===== config.mk =====
export PLATFORM = sky130hd
export DESIGN_NAME = iso9660_dir_record_parser_core
export DESIGN_NICKNAME = d
export VERILOG_FILES = /design/src/rtl/isodr_pkg.sv /design/src/rtl/isodr_front.sv /design/src/rtl/isodr_queue.sv /design/src/rtl/isodr_back.sv /design/src/rtl/iso9660_dir_record_parser_core.sv
export SDC_FILE = /design/constraint.sdc
export NUM_CORES = 1
export LEC_CHECK = 0
export ABC_AREA = 1
export BUFFER_PORTS_ARGS = -buffer_cell sky130_fd_sc_hd__buf_4
export CORE_MARGIN = 5
export CORE_UTILIZATION = 30
export CTS_BUF_LIST = sky130_fd_sc_hd__clkbuf_4 sky130_fd_sc_hd__clkbuf_8 sky130_fd_sc_hd__clkbuf_16
export DETAILED_ROUTE_END_ITERATION = 6
export SYNTH_ARGS = -nofsm -noshare
export SYNTH_HDL_FRONTEND = slang
export SYNTH_SLANG_ARGS = --single-unit

===== constraint.sdc =====
create_clock -name clk -period 10.79 [get_ports clk]
set_input_delay 1.6185 -clock clk [delete_from_list [all_inputs] [get_ports clk]]
set_output_delay 1.6185 -clock clk [all_outputs]
set_load 0.1 [all_outputs]

===== src/rtl/isodr_pkg.sv =====
`timescale 1ns / 1ps
package isodr_pkg;

  localparam int MAX_ENTRIES  = 256;
  localparam int ENTRY_CNT_W  = 9;
  localparam int QUEUE_DEPTH  = 4;
  localparam int QPTR_W       = 2;
  localparam int QCNT_W       = 3;
  localparam int ADDR_W       = 3;
  localparam int MAX_CHARS    = 3;

  localparam logic [7:0] MIN_RECORD   = 8'd34;
  localparam logic [7:0] NAME_LEN_POS = 8'd32;
  localparam logic [7:0] EXTENT_FIRST = 8'd6;
  localparam logic [7:0] EXTENT_LAST  = 8'd9;
  localparam logic [7:0] LENGTH_FIRST = 8'd14;
  localparam logic [7:0] LENGTH_LAST  = 8'd17;
  localparam logic [7:0] FLAGS_POS    = 8'd25;
  localparam logic [7:0] CHAR_SEMI    = 8'h3B;
  localparam logic [7:0] CHAR_SLASH   = 8'h2F;
  localparam int         FLAG_DIR_BIT = 1;

  localparam logic KIND_CHAR  = 1'b0;
  localparam logic KIND_ENTRY = 1'b1;

  localparam logic REG_UNICODE_NAMES = 1'b0;

  typedef struct packed {
    logic [1:0]                 n_chars;
    logic [MAX_CHARS-1:0][7:0]  chars;
    logic [7:0]                 char_index;
    logic                       has_entry;
    logic [31:0]                extent;
    logic [31:0]                length;
    logic [7:0]                 flags;
    logic [7:0]                 entry_index;
    logic                       table_full;
  } bundle_t;

  typedef struct packed {
    logic [QCNT_W-1:0] count;
    logic              full;
    logic              empty;
  } qstat_t;

endpackage


===== src/rtl/isodr_front.sv =====
`timescale 1ns / 1ps
module isodr_front (
  input  logic              clk,
  input  logic              rst,
  input  logic              accept,
  input  logic [7:0]        data_byte,
  input  logic              sector_last,
  input  logic              new_listing,
  input  logic              unicode_names,
  output logic              push,
  output isodr_pkg::bundle_t bundle
);
  import isodr_pkg::*;

  logic [7:0]             record_position, record_position_next;
  logic [7:0]             record_length, record_length_next;
  logic                   skip_to_sector_end, skip_to_sector_end_next;
  logic [31:0]            extent_acc, extent_acc_next;
  logic [31:0]            length_acc, length_acc_next;
  logic [7:0]             flags_held, flags_held_next;
  logic [7:0]             name_bytes, name_bytes_next;
  logic [7:0]             held0, held0_next;
  logic [7:0]             held1, held1_next;
  logic [1:0]             held_count, held_count_next;
  logic [ENTRY_CNT_W-1:0] entry_count, entry_count_next;
  logic [31:0]            current_dir_extent, current_dir_extent_next;
  logic                   current_dir_valid, current_dir_valid_next;

  bundle_t    bnd;
  logic [7:0] pos;
  logic [8:0] j9;
  logic       go;
  logic       ends;
  logic       special;
  logic       is_dir;
  logic       cap_ok;
  logic [1:0] nc;

  always_comb begin
    record_position_next    = record_position;
    record_length_next      = record_length;
    skip_to_sector_end_next = skip_to_sector_end;
    extent_acc_next         = extent_acc;
    length_acc_next         = length_acc;
    flags_held_next         = flags_held;
    name_bytes_next         = name_bytes;
    held0_next              = held0;
    held1_next              = held1;
    held_count_next         = held_count;
    entry_count_next        = entry_count;
    current_dir_extent_next = current_dir_extent;
    current_dir_valid_next  = current_dir_valid;
    bnd     = '0;
    pos     = '0;
    j9      = '0;
    go      = 1'b0;
    ends    = 1'b0;
    special = 1'b0;
    is_dir  = flags_held[FLAG_DIR_BIT];
    cap_ok  = 1'b0;
    nc      = '0;

    if (new_listing) begin
      entry_count_next        = '0;
      record_position_next    = '0;
      record_length_next      = '0;
      skip_to_sector_end_next = 1'b0;
      held_count_next         = '0;
    end

    if (skip_to_sector_end_next) begin
      if (sector_last) begin
        skip_to_sector_end_next = 1'b0;
        record_position_next    = '0;
      end
    end else begin
      pos = record_position_next;
      go  = 1'b1;
      if (pos == 8'd0) begin
        record_length_next = data_byte;
        if (data_byte < MIN_RECORD) begin
          if (!sector_last) begin
            skip_to_sector_end_next = 1'b1;
          end
          go = 1'b0;
        end
      end
      if (go) begin
        ends = sector_last || (({1'b0, pos} + 9'd1) == {1'b0, record_length_next});

        if (pos >= EXTENT_FIRST && pos <= EXTENT_LAST) begin
          extent_acc_next = {extent_acc[23:0], data_byte};
        end else if (pos >= LENGTH_FIRST && pos <= LENGTH_LAST) begin
          length_acc_next = {length_acc[23:0], data_byte};
        end else if (pos == FLAGS_POS) begin
          flags_held_next = data_byte;
        end else if (pos == NAME_LEN_POS) begin
          name_bytes_next = data_byte;
          held_count_next = '0;
        end
        is_dir = flags_held_next[FLAG_DIR_BIT];

        if (pos >= NAME_LEN_POS &&
            {1'b0, pos} <= ({1'b0, NAME_LEN_POS} + {1'b0, name_bytes_next})) begin
          bnd.char_index = entry_count_next[7:0];
          if (pos > NAME_LEN_POS) begin
            j9 = {1'b0, pos} - {1'b0, NAME_LEN_POS} - 9'd1;
            cap_ok = entry_count_next < ENTRY_CNT_W'(MAX_ENTRIES);
            if (name_bytes_next == 8'd1 && j9 == 9'd0 && data_byte <= 8'd1) begin
              special = 1'b1;
              if (data_byte == 8'd0) begin
                current_dir_extent_next = extent_acc_next;
                current_dir_valid_next  = 1'b1;
              end else if (!current_dir_valid_next ||
                           current_dir_extent_next != extent_acc_next) begin
                bnd.has_entry = 1'b1;
                bnd.extent    = extent_acc_next;
                bnd.length    = length_acc_next;
                bnd.flags     = flags_held_next;
                if (!cap_ok) begin
                  bnd.table_full = 1'b1;
                end else begin
                  bnd.entry_index  = entry_count_next[7:0];
                  entry_count_next = entry_count_next + ENTRY_CNT_W'(1);
                end
              end
            end else if (cap_ok && (!unicode_names || j9[0])) begin
              if (is_dir) begin
                bnd.chars[nc] = data_byte;
                nc = nc + 2'd1;
              end else if (held_count_next == 2'd2) begin
                bnd.chars[nc] = held0_next;
                nc = nc + 2'd1;
                held0_next = held1_next;
                held1_next = data_byte;
              end else begin
                if (held_count_next == 2'd0) begin
                  held0_next = data_byte;
                end else begin
                  held1_next = data_byte;
                end
                held_count_next = held_count_next + 2'd1;
              end
            end
          end

          if (!special &&
              (({1'b0, pos} == ({1'b0, NAME_LEN_POS} + {1'b0, name_bytes_next})) || ends)) begin
            if (entry_count_next < ENTRY_CNT_W'(MAX_ENTRIES)) begin
              if (is_dir) begin
                bnd.chars[nc] = CHAR_SLASH;
                nc = nc + 2'd1;
              end else if (!(held_count_next == 2'd2 && held0_next == CHAR_SEMI)) begin
                if (held_count_next != 2'd0) begin
                  bnd.chars[nc] = held0_next;
                  nc = nc + 2'd1;
                end
                if (held_count_next == 2'd2) begin
                  bnd.chars[nc] = held1_next;
                  nc = nc + 2'd1;
                end
              end
            end
            held_count_next = '0;
            bnd.has_entry = 1'b1;
            bnd.extent    = extent_acc_next;
            bnd.length    = length_acc_next;
            bnd.flags     = flags_held_next;
            if (entry_count_next >= ENTRY_CNT_W'(MAX_ENTRIES)) begin
              bnd.table_full = 1'b1;
            end else begin
              bnd.entry_index  = entry_count_next[7:0];
              entry_count_next = entry_count_next + ENTRY_CNT_W'(1);
            end
          end
        end

        record_position_next = ends ? 8'd0 : pos + 8'd1;
      end
    end
    bnd.n_chars = nc;
  end

  assign bundle = bnd;
  assign push   = accept && (bnd.has_entry || bnd.n_chars != 2'd0);

  always_ff @(posedge clk) begin
    if (rst) begin
      record_position    <= '0;
      record_length      <= '0;
      skip_to_sector_end <= 1'b0;
      extent_acc         <= '0;
      length_acc         <= '0;
      flags_held         <= '0;
      name_bytes         <= '0;
      held0              <= '0;
      held1              <= '0;
      held_count         <= '0;
      entry_count        <= '0;
      current_dir_extent <= '0;
      current_dir_valid  <= 1'b0;
    end else if (accept) begin
      record_position    <= record_position_next;
      record_length      <= record_length_next;
      skip_to_sector_end <= skip_to_sector_end_next;
      extent_acc         <= extent_acc_next;
      length_acc         <= length_acc_next;
      flags_held         <= flags_held_next;
      name_bytes         <= name_bytes_next;
      held0              <= held0_next;
      held1              <= held1_next;
      held_count         <= held_count_next;
      entry_count        <= entry_count_next;
      current_dir_extent <= current_dir_extent_next;
      current_dir_valid  <= current_dir_valid_next;
    end
  end

endmodule


===== src/rtl/isodr_queue.sv =====
`timescale 1ns / 1ps
module isodr_queue (
  input  logic               clk,
  input  logic               rst,
  input  logic               push,
  input  isodr_pkg::bundle_t wr_bundle,
  input  logic               pop,
  output isodr_pkg::bundle_t head,
  output isodr_pkg::qstat_t  status
);
  import isodr_pkg::*;

  bundle_t           slots [QUEUE_DEPTH];
  logic [QPTR_W-1:0] wptr;
  logic [QPTR_W-1:0] rptr;
  logic [QCNT_W-1:0] count;

  always_ff @(posedge clk) begin
    if (push) begin
      slots[wptr] <= wr_bundle;
    end
  end

  always_ff @(posedge clk) begin
    if (rst) begin
      wptr  <= '0;
      rptr  <= '0;
      count <= '0;
    end else begin
      if (push) begin
        wptr <= wptr + QPTR_W'(1);
      end
      if (pop) begin
        rptr <= rptr + QPTR_W'(1);
      end
      if (push && !pop) begin
        count <= count + QCNT_W'(1);
      end else if (pop && !push) begin
        count <= count - QCNT_W'(1);
      end
    end
  end

  assign head         = slots[rptr];
  assign status.count = count;
  assign status.full  = (count == QCNT_W'(QUEUE_DEPTH));
  assign status.empty = (count == '0);

endmodule


===== src/rtl/isodr_back.sv =====
`timescale 1ns / 1ps
module isodr_back (
  input  logic               clk,
  input  logic               rst,
  input  isodr_pkg::bundle_t head,
  input  logic               empty,
  output logic               pop,
  output logic               out_valid,
  input  logic               out_stall,
  output logic               result_kind,
  output logic [7:0]         name_char,
  output logic [31:0]        extent_sector,
  output logic [31:0]        data_length,
  output logic [7:0]         file_flags,
  output logic [7:0]         entry_index,
  output logic               table_full,
  output logic               run_last
);
  import isodr_pkg::*;

  logic [1:0] sub;
  logic [2:0] total;
  logic       is_char;
  logic       taken;

  assign total     = {1'b0, head.n_chars} + {2'b00, head.has_entry};
  assign is_char   = sub < head.n_chars;
  assign out_valid = !empty;
  assign taken     = out_valid && !out_stall;
  assign run_last  = ({1'b0, sub} + 3'd1) == total;
  assign pop       = taken && run_last;

  assign result_kind   = is_char ? KIND_CHAR : KIND_ENTRY;
  assign name_char     = is_char ? head.chars[sub] : 8'd0;
  assign extent_sector = is_char ? 32'd0 : head.extent;
  assign data_length   = is_char ? 32'd0 : head.length;
  assign file_flags    = is_char ? 8'd0 : head.flags;
  assign entry_index   = is_char ? head.char_index : head.entry_index;
  assign table_full    = is_char ? 1'b0 : head.table_full;

  always_ff @(posedge clk) begin
    if (rst) begin
      sub <= '0;
    end else if (pop) begin
      sub <= '0;
    end else if (taken) begin
      sub <= sub + 2'd1;
    end
  end

endmodule


===== src/rtl/iso9660_dir_record_parser_core.sv =====
`timescale 1ns / 1ps
// ISO 9660 directory record parser with optional Joliet names.
// The input channel (in_valid, in_stall) takes one directory-sector byte per
// transaction, with sector_last on the final byte of each sector and
// new_listing on the first byte of a directory. The output channel
// (out_valid, out_stall) carries name characters and end-of-entry
// descriptors; run_last marks the last result caused by one input byte.
// A byte is parsed in the cycle it is accepted, and its results enter a
// four-deep queue, from which they reach the output after the results
// queued ahead of them. One byte is accepted every cycle while the queue
// has room. The output side drains one result per cycle while out_stall
// is low; a byte that ends a name can cause up to four results, and the
// queue depth sets how many such runs it absorbs before in_stall rises.
// When the receiver stalls, the current result holds and the queue fills;
// in_stall is high exactly while the queue is full.
// The APB register at address 0, bit 0, selects Joliet names. Reset clears
// the parser state, the queue and that register at the next rising edge.
module iso9660_dir_record_parser_core (
  input  logic                         clk,
  input  logic                         rst,
  input  logic                         in_valid,
  output logic                         in_stall,
  input  logic [7:0]                   data_byte,
  input  logic                         sector_last,
  input  logic                         new_listing,
  output logic                         out_valid,
  input  logic                         out_stall,
  output logic                         result_kind,
  output logic [7:0]                   name_char,
  output logic [31:0]                  extent_sector,
  output logic [31:0]                  data_length,
  output logic [7:0]                   file_flags,
  output logic [7:0]                   entry_index,
  output logic                         table_full,
  output logic                         run_last,
  input  logic                         psel,
  input  logic                         penable,
  input  logic                         pwrite,
  input  logic [isodr_pkg::ADDR_W-1:0] paddr,
  input  logic [31:0]                  pwdata,
  output logic [31:0]                  prdata,
  output logic                         pready
);
  import isodr_pkg::*;

  logic    unicode_names;
  logic    accept;
  logic    push;
  logic    pop;
  bundle_t wr_bundle;
  bundle_t head;
  qstat_t  qstat;

  assign pready = 1'b1;
  assign prdata = (paddr[ADDR_W-1] == REG_UNICODE_NAMES) ? {31'd0, unicode_names} : 32'd0;

  always_ff @(posedge clk) begin
    if (rst) begin
      unicode_names <= 1'b0;
    end else if (psel && penable && pwrite && pready &&
                 paddr[ADDR_W-1] == REG_UNICODE_NAMES) begin
      unicode_names <= pwdata[0];
    end
  end

  assign in_stall = qstat.full;
  assign accept   = in_valid && !in_stall;

  isodr_front u_front (
    .clk           (clk),
    .rst           (rst),
    .accept        (accept),
    .data_byte     (data_byte),
    .sector_last   (sector_last),
    .new_listing   (new_listing),
    .unicode_names (unicode_names),
    .push          (push),
    .bundle        (wr_bundle)
  );

  isodr_queue u_queue (
    .clk       (clk),
    .rst       (rst),
    .push      (push),
    .wr_bundle (wr_bundle),
    .pop       (pop),
    .head      (head),
    .status    (qstat)
  );

  isodr_back u_back (
    .clk           (clk),
    .rst           (rst),
    .head          (head),
    .empty         (qstat.empty),
    .pop           (pop),
    .out_valid     (out_valid),
    .out_stall     (out_stall),
    .result_kind   (result_kind),
    .name_char     (name_char),
    .extent_sector (extent_sector),
    .data_length   (data_length),
    .file_flags    (file_flags),
    .entry_index   (entry_index),
    .table_full    (table_full),
    .run_last      (run_last)
  );

`ifndef SYNTHESIS
  a_full_only_entry : assert property (@(posedge clk) disable iff (rst)
    (out_valid && table_full) |-> (result_kind == KIND_ENTRY && entry_index == 8'd0))
    else $error("table_full set on a result that is not a dropped descriptor");

  a_char_fields_zero : assert property (@(posedge clk) disable iff (rst)
    (out_valid && result_kind == KIND_CHAR) |->
      (extent_sector == 32'd0 && data_length == 32'd0 && file_flags == 8'd0))
    else $error("character result carries descriptor fields");

  a_burst_continues : assert property (@(posedge clk) disable iff (rst)
    (out_valid && !out_stall && !run_last) |=> out_valid)
    else $error("result run ended without run_last");

  a_stall_when_full : assert property (@(posedge clk) disable iff (rst)
    in_stall |-> (qstat.count == QCNT_W'(QUEUE_DEPTH) && out_valid))
    else $error("input stalled while the queue has room");
`endif

endmodule


==> results.json <==
{
  "synth-simple-area-share": 0.186,
  "viasPerCell": 4.95,
  "yosys_warnings": 0,
  "synth_top_family_by_area": "simple AND/OR/NAND/NOR gates",
  "ios": 178,
  "grt_pass1_wl_um": 127000,
  "placed_area_um2": 31700,
  "postCtsHoldBufs": 0,
  "path_clk_slew_ps": 60,
  "grt_usage": 0.150,
  "antenna_left": 0,
  "synth_cells": 3332,
  "cp_top_family": "simple AND/OR/NAND/NOR gates",
  "crit_arrival_ps": 7770,
  "final_util": 0.345,
  "root_buffer": "clkbuf_16",
  "synth-adder-area-share": 0.0116,
  "cts_max_path_buffers": 3,
  "htree_num_levels": 3,
  "worstPathCellList": "buf_4, inv_4, nand2_1, inv_1, ha_1, nand2_1, nand3_2, nand3_4, o21ai_1, and2_1, nor2_1, nand3b_1, nor2_1, nand3_2, nand3_1, a31oi_1, nand2_1, nor2_4, buf_4",
  "drv_cap": 0,
  "p_leak_nw": 12.0,
  "grt_overflow": 0,
  "setup_viol": 0,
  "slew_headroom": 0.176,
  "insertion_delay_ps": 610,
  "synth_compound_area_frac": 0.151,
  "hp-class": "flip-flop to flip-flop",
  "die_h_um": 326,
  "cts_buffers": 67,
  "tns_ps": 0,
  "required_ps": 11070,
  "power_density_nw_per_um2": 157,
  "period_needed_ps": 7490,
  "fin_area_um2": 34000,
  "rsz0062_at_grt": "false",
  "route.detailed.drc": 0,
  "cp_max_fo": 41,
  "critical_path_buf_inv_count": 4,
  "area_growth_syn_to_layout_pct": 13.9,
  "synth_area_um2": 29900,
  "use_met1": 0.203,
  "critPathKind": "input pin to flip-flop",
  "cp_slowest_cell": "nor2_4",
  "cp_slowest_stage_delay_ps": 990,
  "synth-seq-cells": 633,
  "finalCritPeriodShare": 0.694,
  "cts_tree": "yes",
  "cts_resized": 0,
  "hold_viol_final": 0,
  "synth_seq_area_share": 0.580,
  "drv_slew": 0,
  "fmax_ghz": 0.133,
  "yosys.cell_types.count": 56,
  "die_w_um": 326,
  "status": "finished, final reports clean",
  "max-vdd-ir-drop_mv": 0.0877,
  "synth-async-reset-ratio": 0,
  "routedWlPerCell_um": 17.5,
  "cts.sinks": 633,
  "fin_nets": 3431,
  "antenna_found_initial": 2,
  "synth_xor_xnor_area_share": 0.00465,
  "place.gp.congestion": 0.917,
  "synth_edf_count": 464,
  "p_total_mw": 5.35,
  "skew_ps": 20.0,
  "coreArea_um2": 98600,
  "drtIter0Drc": 1961,
  "use_met2": 0.245,
  "muxShareOfSynthArea": 0,
  "drive_gt1_frac": 0.0978,
  "tightest_slew_ps": 1230,
  "fillers": 9881,
  "avgSynthCellArea_um2": 8.96,
  "num_rows": 115,
  "crit_path_frequent_cell": "nand2_1",
  "grtUsageMet3": 0.0234,
  "holdWs_ps": 468,
  "grt_pass1_vias": 21400,
  "dr.pass1.iters": 6,
  "startpoint_type": "input pin",
  "worstSetupEndpointType": "flip-flop",
  "top_usage_layer": "met2",
  "drt-total-wl_um": 82200,
  "postCtsSetupBuffers": 0,
  "synth-main-ff-cell": "edfxtp_1",
  "die-area_um2": 106000,
  "dp.final_hpwl_um": 51100,
  "grt_max_degree": 127,
  "initial_core_util": 0.303,
  "vias": 23200,
  "port_buffers": 112
}
[final timing paths]
kind         depth (start not counted)                                  to                                     from  slack (ps)
max                                 19      u_queue.slots[3][41]$_DFFE_PP_                              new_listing        3300
min                                  2  u_front.held_count[0]$_SDFFE_PP0P_       u_front.held_count[0]$_SDFFE_PP0P_         470
min reg2reg                          2  u_front.held_count[0]$_SDFFE_PP0P_       u_front.held_count[0]$_SDFFE_PP0P_         470
max reg2reg                         17      u_queue.slots[3][41]$_DFFE_PP_  u_front.record_position[0]$_SDFFE_PP0P_        4500
[metrics by stage]
| step | cells | setup slack [ps] |
|---|---|---|
| 3_5_place_dp | 4570 | 2720 |
| 2_1_floorplan | 3362 | 1190 |
| 4_1_cts | 4691 | 3390 |
| 5_1_grt | 4691 | 2740 |
| 3_3_place_gp | 4570 | 2790 |
| 6_report | 4692 | 3300 |
[cells by family (layout without fill, tap and decap cells)]
logic type | after synthesis | after routing
buf+inv | 469 | 511
xor+xnor | 15 | 15
fa+ha+maj | 27 | 27
compound gates | 859 | 859
other cells | 2 | 33
simple gates | 1327 | 1327
flops | 633 | 633
[routing by layer]
layer	vias to the layer above	routed length, um	part of all wire
li1	11400	-	-
met1	11100	37000	0.45
met2	600	38400	0.47
met3	113	4430	0.054
met4	2	2420	0.029
met5	-	7	0.000085
[cell usage after synthesis (2+ instances only)]
master | number | area [um^2]
nor2_2 | 9 | 56.3
nor2_1 | 587 | 2200
a21oi_1 | 313 | 1570
a22oi_1 | 5 | 37.5
nand2_4 | 2 | 22.5
o21ai_0 | 440 | 2200
a311oi_1 | 8 | 70.1
or2_2 | 5 | 31.3
o21ai_2 | 9 | 78.8
clkbuf_1 | 136 | 510
buf_2 | 25 | 125
clkinv_1 | 5 | 18.8
a31oi_1 | 13 | 81.3
nand4_1 | 39 | 244
nand3_4 | 2 | 35.0
nand3b_1 | 16 | 120
nand4_4 | 2 | 42.5
o22ai_1 | 20 | 125
inv_1 | 227 | 852
o21ai_1 | 19 | 95.1
nor3_1 | 22 | 110
a221oi_1 | 8 | 70.1
xor2_1 | 13 | 114
nand2_2 | 8 | 50.1
nor2_4 | 2 | 22.5
nor4_1 | 2 | 12.5
buf_6 | 8 | 90.1
nand3_1 | 125 | 626
edfxtp_1 | 464 | 13900
buf_1 | 15 | 56.3
nand2_1 | 492 | 1850
a211oi_1 | 2 | 15.0
inv_2 | 17 | 63.8
o211ai_1 | 8 | 60.1
dfxtp_1 | 169 | 3380
o21a_1 | 9 | 67.6
and2_1 | 5 | 31.3
buf_4 | 35 | 263
conb_1 | 2 | 7.51
nand3_2 | 3 | 30.0
ha_1 | 26 | 325
[flip-flops by register name, indices dropped and copies added, names as in the netlist, named ones only]
name / count
u_front.held_count: 2
u_front.held0: 8
u_front.current_dir_extent: 32
unicode_names: 1
u_front.current_dir_valid: 1
u_back.sub: 2
u_queue.count: 3
u_front.held1: 8
u_front.flags_held: 8
u_front.entry_count: 9
u_front.record_length: 8
u_front.name_bytes: 8
u_queue.slots: 464
u_front.length_acc: 32
u_front.record_position: 8
u_front.skip_to_sector_end: 1
u_queue.rptr: 2
u_front.extent_acc: 32
u_queue.wptr: 2
[final cells by class]
cell class                      instances  area [um^2]  share of cell area
Sequential cell                       633        17300               0.510
Multi-Input combinational cell       2260        10700               0.315
Clock buffer                           88         1910              0.0560
Tap cell                             1287         1610              0.0474
Timing Repair Buffer                  140         1100              0.0324
Inverter                              250          950              0.0279
Clock inverter                         33          380              0.0112
Antenna cell                            1         2.50           0.0000736
[placed cells by master, fill, tap and decap left out, types with 39 or more instances in the layout]
| cell | count |
|---|---|
| nand3_1 | 124 |
| buf_4 | 136 |
| clkbuf_16 | 70 |
| nand2_1 | 491 |
| inv_1 | 225 |
| edfxtp_1 | 464 |
| o21ai_0 | 439 |
| nand4_1 | 39 |
| dfxtp_1 | 167 |
| nor2_1 | 581 |
| a21oi_1 | 313 |
[worst min-delay path: stages, from the launching register on]
cell	delay, ps
dfxtp_1	310
nand2_1	60
a21oi_1	50
[power breakdown]
group          internal (mW)  total, mW  switching (mW)
registers               2.61       2.63          0.0212
clock network           1.44       2.37           0.933
logic                 0.0797      0.345           0.265
No activity file was read; power rests on OpenSTA's default activity.
